$ cat src/design/pdw_pkg.sv
`default_nettype none

package pdw_pkg;

   // Field widths.
   localparam int unsigned ECHO_W   = 16;
   localparam int unsigned DIST_W   = 11;
   localparam int unsigned STATUS_W = 2;
   localparam int unsigned SETTLE_W = 4;
   localparam int unsigned FAR_W    = 8;
   localparam int unsigned CSR_IDX_W = 2;
   localparam int unsigned CSR_DATA_W = 11;

   typedef logic [STATUS_W-1:0] status_type;

   // Status codes.
   localparam status_type ST_SAFE    = 2'd0;
   localparam status_type ST_CAUTION = 2'd1;
   localparam status_type ST_DANGER  = 2'd2;

   // Item kinds on the tuser bit.
   localparam logic MODE_MOTION = 1'b0;
   localparam logic MODE_ECHO   = 1'b1;

   // Register indexes.
   localparam logic [CSR_IDX_W-1:0] REG_DISTANCE_LIMIT = 2'd0;
   localparam logic [CSR_IDX_W-1:0] REG_SETTLE_SAMPLES = 2'd1;
   localparam logic [CSR_IDX_W-1:0] REG_IDLE_LIMIT     = 2'd2;

   // Register reset values.
   localparam logic [DIST_W-1:0]   DISTANCE_LIMIT_RST = 11'd150;
   localparam logic [SETTLE_W-1:0] SETTLE_SAMPLES_RST = 4'd3;
   localparam logic [FAR_W-1:0]    IDLE_LIMIT_RST     = 8'd60;

   // Echo time to centimeters is floor(t / 58). The reciprocal
   // ceil(2^22 / 58) gives the exact quotient for every 16-bit echo.
   localparam int unsigned DIV_SHIFT = 22;
   localparam int unsigned RECIP_W   = 17;
   localparam logic [RECIP_W-1:0] DIV_RECIP = 17'd72316;
   localparam int unsigned PROD_W    = ECHO_W + RECIP_W;

   // Largest distance a 16-bit echo can give.
   localparam logic [DIST_W-1:0] DIST_MAX = 11'd1129;

endpackage

`default_nettype wire

$ cat src/design/pdw_div58.sv
`default_nettype none

// Converts an echo width in microseconds to whole centimeters.
module pdw_div58 import pdw_pkg::*; (
   input  wire logic [ECHO_W-1:0] echo_us,
   output logic      [DIST_W-1:0] dist_cm
);

   logic [PROD_W-1:0] prod;

   // Multiply by the scaled reciprocal of 58 and keep the integer part.
   assign prod    = PROD_W'(echo_us) * PROD_W'(DIV_RECIP);
   assign dist_cm = prod[DIV_SHIFT +: DIST_W];

endmodule

`default_nettype wire

$ cat src/design/presence_distance_warn_fsm.sv
`default_nettype none

// Presence and distance warning controller.
// Input channel req_: one item per motion event (tuser = 0) or finished echo
// (tuser = 1, tdata = echo width in microseconds). Result channel rsp_: one
// item per input item, carrying the shown status, the status-applied and
// went-idle flags, the sampling flag and the distance of the echo.
// Configuration: csr_we writes csr_wdata into the register picked by csr_addr
// (0 distance limit, 1 settle samples, 2 idle limit); write only while idle.
// An accepted item is held in the input register, and its result is loaded
// into the output register once the output side is free; rsp_tvalid then
// rises. Throughput: one item per cycle while the receiver keeps up; the
// distance multiply, the compares and the state update sit between the input
// register and the output register.
// Reset (synchronous, active high) empties both registers, restores the
// register defaults and returns to safe with sampling off.
// When the receiver stalls, the result holds in the output register while the
// input register can still take one more item; req_tready then drops.
module presence_distance_warn_fsm import pdw_pkg::*; (
   input  wire logic                  clock,
   input  wire logic                  reset,
   // Input channel.
   input  wire logic                  req_tvalid,
   output logic                       req_tready,
   input  wire logic [ECHO_W-1:0]     req_tdata,   // [15:0] echo_us
   input  wire logic [0:0]            req_tuser,   // [0] mode
   // Result channel.
   output logic                       rsp_tvalid,
   input  wire logic                  rsp_tready,
   output logic [15:0]                rsp_tdata,   // [1:0] warn_status, [2] status_set,
                                                   // [3] sampling_active, [4] went_idle,
                                                   // [15:5] distance_cm
   // Configuration port.
   input  wire logic                  csr_we,
   input  wire logic [CSR_IDX_W-1:0]  csr_addr,
   input  wire logic [CSR_DATA_W-1:0] csr_wdata
);

   // Configuration registers.
   logic [DIST_W-1:0]   dist_limit_ff;
   logic [SETTLE_W-1:0] settle_samp_ff;
   logic [FAR_W-1:0]    idle_limit_ff;

   // Input register.
   logic              in_valid_ff, in_valid_in;
   logic              in_mode_ff;
   logic [ECHO_W-1:0] in_echo_ff;

   // Output register.
   logic        rsp_valid_ff, rsp_valid_in;
   logic [15:0] rsp_data_ff, rsp_data_in;

   // Controller state.
   status_type        shown_ff, shown_in;
   status_type        reqst_ff, reqst_in;
   logic signed [4:0] settle_ff, settle_in;
   logic [FAR_W-1:0]  far_ff, far_in;
   logic              samp_ff, samp_in;

   logic              set_flag;
   logic              idle_flag;
   logic [DIST_W-1:0] dist_item;
   logic [DIST_W-1:0] div_dist;
   logic              advance;
   logic              take;

   pdw_div58 u_div (
      .echo_us (in_echo_ff),
      .dist_cm (div_dist)
   );

   // Handshake: the output register frees up when empty or being taken.
   assign advance    = !rsp_valid_ff || rsp_tready;
   assign take       = in_valid_ff && advance;
   assign req_tready = !in_valid_ff || advance;
   assign rsp_tvalid = rsp_valid_ff;
   assign rsp_tdata  = rsp_data_ff;

   always_comb begin
      in_valid_in = in_valid_ff;
      if (req_tready) begin
         in_valid_in = req_tvalid;
      end else if (take) begin
         in_valid_in = 1'b0;
      end
   end

   assign rsp_valid_in = advance ? in_valid_ff : rsp_valid_ff;

   // Next state and result for the item in the input register.
   always_comb begin
      shown_in  = shown_ff;
      reqst_in  = reqst_ff;
      settle_in = settle_ff;
      far_in    = far_ff;
      samp_in   = samp_ff;
      set_flag  = 1'b0;
      idle_flag = 1'b0;
      dist_item = '0;
      if (in_mode_ff == MODE_MOTION) begin
         // Motion restarts the idle count and wakes the sampler.
         far_in = '0;
         if (!samp_ff) begin
            samp_in   = 1'b1;
            shown_in  = ST_CAUTION;
            reqst_in  = ST_CAUTION;
            set_flag  = 1'b1;
            settle_in = 5'sd0;
         end
      end else if (samp_ff) begin
         dist_item = div_dist;
         if (div_dist > dist_limit_ff) begin
            // Far sample.
            if (far_ff != '1) begin
               far_in = far_ff + 8'd1;
            end
            if (reqst_ff != ST_CAUTION) begin
               reqst_in  = ST_CAUTION;
               settle_in = -5'sd1;
            end
         end else begin
            // Near or equal sample.
            if (far_ff != '0) begin
               far_in = far_ff - 8'd1;
            end
            if ((div_dist < dist_limit_ff) && (reqst_ff != ST_DANGER)) begin
               reqst_in  = ST_DANGER;
               settle_in = -5'sd1;
            end
         end
         // Apply the request once it has settled.
         if (settle_in < $signed({1'b0, settle_samp_ff})) begin
            settle_in = settle_in + 5'sd1;
         end else if (shown_in != reqst_in) begin
            shown_in = reqst_in;
            set_flag = 1'b1;
         end
         // Too many far samples: stop sampling and go safe.
         if (far_in >= idle_limit_ff) begin
            if (reqst_in != ST_SAFE) begin
               shown_in = ST_SAFE;
               reqst_in = ST_SAFE;
               set_flag = 1'b1;
            end
            samp_in   = 1'b0;
            idle_flag = 1'b1;
         end
      end
      rsp_data_in = {dist_item, idle_flag, samp_in, set_flag, shown_in};
   end

   // Control registers.
   always_ff @(posedge clock) begin
      if (reset) begin
         in_valid_ff    <= 1'b0;
         rsp_valid_ff   <= 1'b0;
         shown_ff       <= ST_SAFE;
         reqst_ff       <= ST_SAFE;
         settle_ff      <= 5'sd0;
         far_ff         <= '0;
         samp_ff        <= 1'b0;
         dist_limit_ff  <= DISTANCE_LIMIT_RST;
         settle_samp_ff <= SETTLE_SAMPLES_RST;
         idle_limit_ff  <= IDLE_LIMIT_RST;
      end else begin
         in_valid_ff  <= in_valid_in;
         rsp_valid_ff <= rsp_valid_in;
         if (take) begin
            shown_ff  <= shown_in;
            reqst_ff  <= reqst_in;
            settle_ff <= settle_in;
            far_ff    <= far_in;
            samp_ff   <= samp_in;
         end
         if (csr_we) begin
            case (csr_addr)
               REG_DISTANCE_LIMIT: dist_limit_ff  <= csr_wdata[DIST_W-1:0];
               REG_SETTLE_SAMPLES: settle_samp_ff <= csr_wdata[SETTLE_W-1:0];
               REG_IDLE_LIMIT:     idle_limit_ff  <= csr_wdata[FAR_W-1:0];
               default: ;
            endcase
         end
      end
   end

   // Payload registers.
   always_ff @(posedge clock) begin
      if (req_tvalid && req_tready) begin
         in_mode_ff <= req_tuser[0];
         in_echo_ff <= req_tdata;
      end
      if (take) begin
         rsp_data_ff <= rsp_data_in;
      end
   end

endmodule

`default_nettype wire

$ cat config.mk
export PLATFORM = sky130hd
export DESIGN_NAME = presence_distance_warn_fsm
export DESIGN_NICKNAME = d
export VERILOG_FILES = /design/src/design/pdw_pkg.sv /design/src/design/pdw_div58.sv /design/src/design/presence_distance_warn_fsm.sv
export SDC_FILE = /design/constraint.sdc
export NUM_CORES = 1
export LEC_CHECK = 0
export BUFFER_PORTS_ARGS = -buffer_cell sky130_fd_sc_hd__buf_2
export CAP_MARGIN = 20
export CORE_ASPECT_RATIO = 1.5
export CORE_MARGIN = 4
export CORE_UTILIZATION = 40
export CTS_CLUSTER_DIAMETER = 120
export DETAILED_ROUTE_END_ITERATION = 10
export PLACE_DENSITY = 0.67
export SYNTH_ARGS = -nofsm -noshare
export SYNTH_HDL_FRONTEND = slang
export SYNTH_SLANG_ARGS = --single-unit
$ cat constraint.sdc
create_clock -name clock -period 18.8 [get_ports clock]
set_clock_uncertainty 0.05 [all_clocks]
set_input_delay 3.76 -clock clock [delete_from_list [all_inputs] [get_ports clock]]
set_output_delay 3.76 -clock clock [all_outputs]
set_load 0.05 [all_outputs]
## Yosys cells after proc, flatten, opt, wreduce, memory -nomap -nowiden

Cells that the tools add are included.

- Output and inout port bits: 18
- Flip-flop bits (word level): 76
- Input port bits: 35
- Logic and storage cells: 93

- $add $sub $neg: 3
- Reduce and logical (&&, ||, !) cells: 17
- Order comparisons: 4
- Equality and inequality tests: 8
- Muxes and demuxes: 46
- Multiply operators: 1

Operators with widths:

| operator | count |
|---|---|
| $mux W8 | 7 |
| $mux W5 | 9 |
| $mux W2 | 17 |
| $mul A16 B15 Y31 const B | 1 |
| $mux W1 | 13 |
| $gt A11 B11 Y1 | 1 |
| $lt A11 B11 Y1 | 1 |
| $reduce_and A2 Y1 | 5 |
| $add A8 B1 Y8 const B | 1 |
| $ge A8 B8 Y1 | 1 |
| $ne A8 B8 Y1 const B | 1 |
| $reduce_bool A8 Y1 | 1 |
| $sub A8 B1 Y8 const B | 1 |
| $add A5 B2 Y5 const B | 1 |
| $lt A5 B5 Y1 | 1 |
| $ne A2 B1 Y1 const B | 2 |
| $ne A2 B2 Y1 const B | 2 |
| $reduce_bool A2 Y1 | 2 |
| $logic_and A1 B1 Y1 | 3 |
| $reduce_and A3 Y1 | 1 |
| $eq A2 B1 Y1 const B | 1 |
| $eq A2 B2 Y1 const B | 1 |
| $logic_not A1 Y1 | 2 |
| $logic_not A2 Y1 | 1 |
| other kinds (2) | 3 |

## Depth between registers and ports, before layout

- Depth in word-level cells: 14
- Gate-level depth with buffers: 36
- Mapped depth without buffers: 35

## By module

A second synthesis with hierarchy kept.

- Cells, all modules: 920
- Area total of the unflattened synthesis: 8,784.7 µm²

Modules (own cells, without submodules):

| module | area each (µm²) | sequential area each (µm²) | cells an instance | times used |
|---|---|---|---|---|
| pdw_div58 | 4,576.9 | 0.0 | 474 | 1 |
| presence_distance_warn_fsm | 4,207.8 | 1,851.8 | 446 | 1 |

## Least setup slack after synthesis

Ideal clock, no wire load.

- Kind: reg-to-reg
- From: register in_echo_ff[13]
- To: register shown_ff[0]
- Library setup time: 0.092 ns
- Setup slack: 10.047 ns
- Buffers on the path: 1
- Stages on the path, launching flop included: 33
- Data arrival time: 8.611 ns
- Required time: 18.658 ns
- Clock period less this slack: 8.753 ns
- Cells stage by stage: edfxtp_1 fa_1 inv_1 fa_1 inv_1 fa_1 fa_1 fa_1 inv_1 fa_1 inv_1 ha_1 nand2_1 nand3_1 o311ai_0 nand2_1 o211ai_1 nand3b_1 xnor2_1 ha_1 nand3_2 or4_4 o21ai_0 buf_2 mux2_2 o31a_1 ha_1 o2111ai_1 a21oi_1 o31ai_1 nand2_1 or4_4 a311oi_2

- Word-level cells in the longest chain between the ends: 14
- Elaborated cells on any way between the ends: 25
- Classes of those cells: mul (1); order compare (4); eq/ne (1); mux (17); reduce/logical (2)

Ends and longest elaborated chain:

| element | RTL line | text |
|---|---|---|
| start: declaration | presence_distance_warn_fsm.sv:47 | `logic [ECHO_W-1:0] in_echo_ff;` |
| start signal: assignment | presence_distance_warn_fsm.sv:190 | `in_echo_ff <= req_tdata;` |
| $mul A16 B15 Y31 * | pdw_div58.sv:12 | `assign prod = PROD_W'(echo_us) * PROD_W'(DIV_RECIP);` |
| named net div_dist[9] | presence_distance_warn_fsm.sv:63 | `logic [DIST_W-1:0] div_dist;` |
| branches (longest 10 deep; another with $lt A11 B11 Y1) | - |  |
| $mux W2 * | presence_distance_warn_fsm.sv:139 | `if (far_in >= idle_limit_ff) begin` |
| $mux W2 * | presence_distance_warn_fsm.sv:110 | `end else if (samp_ff) begin` |
| $mux W2 * | presence_distance_warn_fsm.sv:100 | `if (in_mode_ff == MODE_MOTION) begin` |
| end signal: assignment | presence_distance_warn_fsm.sv:169 | `shown_ff <= shown_in;` |
| end: declaration | presence_distance_warn_fsm.sv:54 | `status_type shown_ff, shown_in;` |

Mark *: on every way through the listed nets, which the timed path passes. The select of a mux whose other input is x is not followed.
A chain may end at the register's enable or synchronous reset.

## Worst setup path after layout

Ends and elaborated chain as after synthesis.

==> key figures <==
Outcome
  • Status: finished, final reports clean

Logic synthesis
  • Synthesized net count: ~1200
  • Post-Synthesis Cells: 940
  • Synth cell count leaders: 180 x inv_1, 151 x ha_1, 80 x fa_1
  • Ys flop type: dfxtp_1
  • Number of flops mapped to enable cells by yosys: 33
  • Synth warnings: 0
  • Yosys reg bits: 76
  • Top-count cell post-synth: inv_1
  • Register area share after synthesis: between 20% and 30%
  • Ys async rst share: 0%
  • Mapped Area: around 0.0087 mm²
  • Post-synthesis average cell area: ~9.3 µm²
  • Largest cells by area after synthesis: ha_1 22%, fa_1 18%, edfxtp_1 11%
  • Yosys cell types: between 60 and 70
  • Yosys top cell area share: between 20% and 30%
  • Yosys top cell by area: ha_1

Route
  • # DRC: 0
  • Antenna Nets Post-Route: 0
  • DR vias/cell: around 5.2
  • Initial DRC count: between 200 and 300
  • WL final: a little over 20000 µm
  • WL/cell: roughly 16 µm
  • TritonRoute pass-1 iters: 4
  • Via Count: between 6000 and 7000

Clocking
  • TritonCTS Sinks: 76
  • CTS resizes: 0
  • H-tree lvl count: 3
  • CTS clk-pin slew, worst paths: 0.06 ns
  • CTS tree: yes
  • Clock Latency Late Sink: 0.34 ns
  • Post-CTS setup buffer count: 0
  • CTS Buf Count: 9
  • CTS max path bufs: 2
  • Root Driver: clkbuf_16
  • Hold buffer count at cts: 0

Critical path
  • Critical path's largest stage delay: about 0.58 ns
  • Maximum fanout along the worst path: 7
  • FF-to-FF setup slack: 9.08 ns
  • Worst path most repeated cell: fa_1
  • Critical Path Source Type: register
  • Critical R2R Launch: in_echo_ff[13]
  • CP max stage cell: fa_1
  • FF-to-FF End: shown_ff[0]
  • Worst Reg2Reg Path Length in Cells: 32
  • Element type at the critical path end: register
  • Critical path class: reg2reg
  • CP required: 19.00 ns
  • Arrival @ worst endpoint: 9.92 ns

Final layout
  • Antenna Cells: 0
  • Area delta synth->final: 9.58%
  • Share of layout cells above drive strength 1: 8.48%
  • Fillers: 2045
  • Fin util: approximately 45%
  • Nets@finish: between 1000 and 1500
  • Post-route design area: about 0.0095 mm²

Placed design
  • IO buf count: 52
  • DPL Wire Length: 16900 µm
  • Final Wtd Congestion: between 0.8 and 0.9
  • Placed cell areas: between 0.009 and 0.01 mm²

STA
  • Max-slew violation count: 0
  • RSZ-0062 raised after global routing: no
  • Tightest Pin Transition: approximately 0.84 ns
  • Finish-stage setup viols: 0
  • Relative slew slack: between 40% and 50%
  • Crit share post-route: 51.7%
  • Final hold vios: 0
  • Fin Setup TNS: 0 ns
  • F_max: 103 MHz
  • Min cycle time layout: a little under 10 ns
  • Hold_ws: roughly 0.41 ns

Hold path
  • Worst Hold End: dist_limit_ff[3]
  • Worst Hold Launch: dist_limit_ff[3]
  • Hold path cells: 2
  • Worst hold path type: reg2reg

Power and ir drop
  • Power Total: between 0.001 and 0.0015 W
  • PwrDens: about 140 mW/mm²
  • P_leak: between 4 and 5 nW
  • Peak VDD IR: 0.000112 V

GRT
  • Total Routing Usage GR: about 17%
  • Initial antenna violation count: 0
  • First-pass GRT wire length: approximately 33000 µm
  • Number of global-route vias before repair: between 6000 and 7000
  • Pin count of the biggest net entering global routing: 47
  • Grt ovf: 0

Floorplan
  • Die span in y: around 190 µm
  • Die area: 0.0242 mm²
  • Core area: around 0.021 mm²
  • Row count: 65
  • Ports: 53
  • Die width: approximately 130 µm
  • Initial Util: 41.0%

Job
  • Max-cap violation count: 0
## power by group
group / total, W / internal (W) / leakage (nW) / switching [W]
clock: 0.000178 / 0.000103 / 0.148 / 0.0000743
sequential: 0.000195 / 0.000183 / 0.666 / 0.0000120
combinational: 0.000993 / 0.000411 / 3.83 / 0.000581
## metrics by stage
step / setup WS [ns] / cells
5_1_grt: 8.51 / 1259
3_3_place_gp: 9.20 / 1243
6_report: 9.08 / 1259
4_1_cts: 9.08 / 1259
3_5_place_dp: 9.12 / 1243
2_1_floorplan: 10.05 / 940
## worst max-delay path by stage
stage / startpoint / end / slack, ns / cells past startpoint
6_report: in_echo_ff[13] / shown_ff[0] / 9.08 / 32
5_1_grt: in_echo_ff[13] / shown_ff[0] / 8.51 / 32
4_1_cts: in_echo_ff[13] / shown_ff[0] / 9.08 / 33
3_5_place_dp: in_echo_ff[13] / shown_ff[0] / 9.12 / 33
3_3_place_gp: in_echo_ff[13] / shown_ff[0] / 9.20 / 33
2_1_floorplan: in_echo_ff[13] / shown_ff[0] / 10.05 / 32
## metal layers
| layer | track usage [%] | vias to the layer above | wire [µm] |
|---|---|---|---|
| li1 | - | 3264 | - |
| met1 | 19.9 | 3092 | 7900 |
| met2 | 31.9 | 147 | 10900 |
| met3 | 2.41 | 41 | 588 |
| met4 | 6.66 | 0 | 743 |
| met5 | 0 | - | 0 |
## registers in the layout, summed over array words and instances (netlist names)
register / cells
dist_limit_ff: 11
far_ff: 8
idle_limit_ff: 8
in_echo_ff: 16
in_mode_ff: 1
in_valid_ff: 1
reqst_ff: 2
rsp_tdata: 16
rsp_tvalid: 1
samp_ff: 1
settle_ff: 5
settle_samp_ff: 4
shown_ff: 2
## logic make-up after synthesis
logic type	after synthesis	share of synthesized area [%]
buf+inv	200	8.66
mux	14	1.65
compound gates	155	11.8
xor+xnor	21	2.11
flops	76	21.3
fa+ha+maj	231	40.1
simple gates	243	14.3
## cell type report
type / instances / area, µm² / area share [%]
Clock buffer: 9 / 225 / 2.36
Clock inverter: 7 / 71.3 / 0.748
Inverter: 181 / 679 / 7.13
Multi-Input combinational cell: 664 / 6090 / 63.9
Sequential cell: 76 / 1850 / 19.4
Tap cell: 268 / 335 / 3.52
Timing Repair Buffer: 54 / 275 / 2.89
## placed cells by master, fill, tap and decap left out, drive strengths merged, types with 4 or more instances in the layout
cell and instances:
a211o 8, a211oi 4, a21o 13, a21oi 48
a31oi 8, and2 18, and3 9, and4 4
buf 54, clkbuf 9, clkinv 4, dfxtp 43
edfxtp 33, fa 80, ha 151, inv 183
mux2i 11, nand2 66, nand2b 16, nand3 25
nand3b 6, nand4 5, nor2 49, nor2b 5
nor3 13, nor4 4, o2111ai 4, o211ai 6
o21a 6, o21ai 27, or3 9, or4 4
xnor2 7, xor2 14
## worst max-delay path: cells and delay by family, from the launching register on
family                   cells  cell delay (ns)
AO/OA/AOI/OAI                8             1.94
XOR/XNOR                     1             0.17
adder cells (fa/ha/maj)      9             4.06
buffers and inverters        4             0.20
flip-flops                   1             0.54
AND/OR/NAND/NOR             10             2.67
No activity file was read; power rests on OpenSTA's default activity.
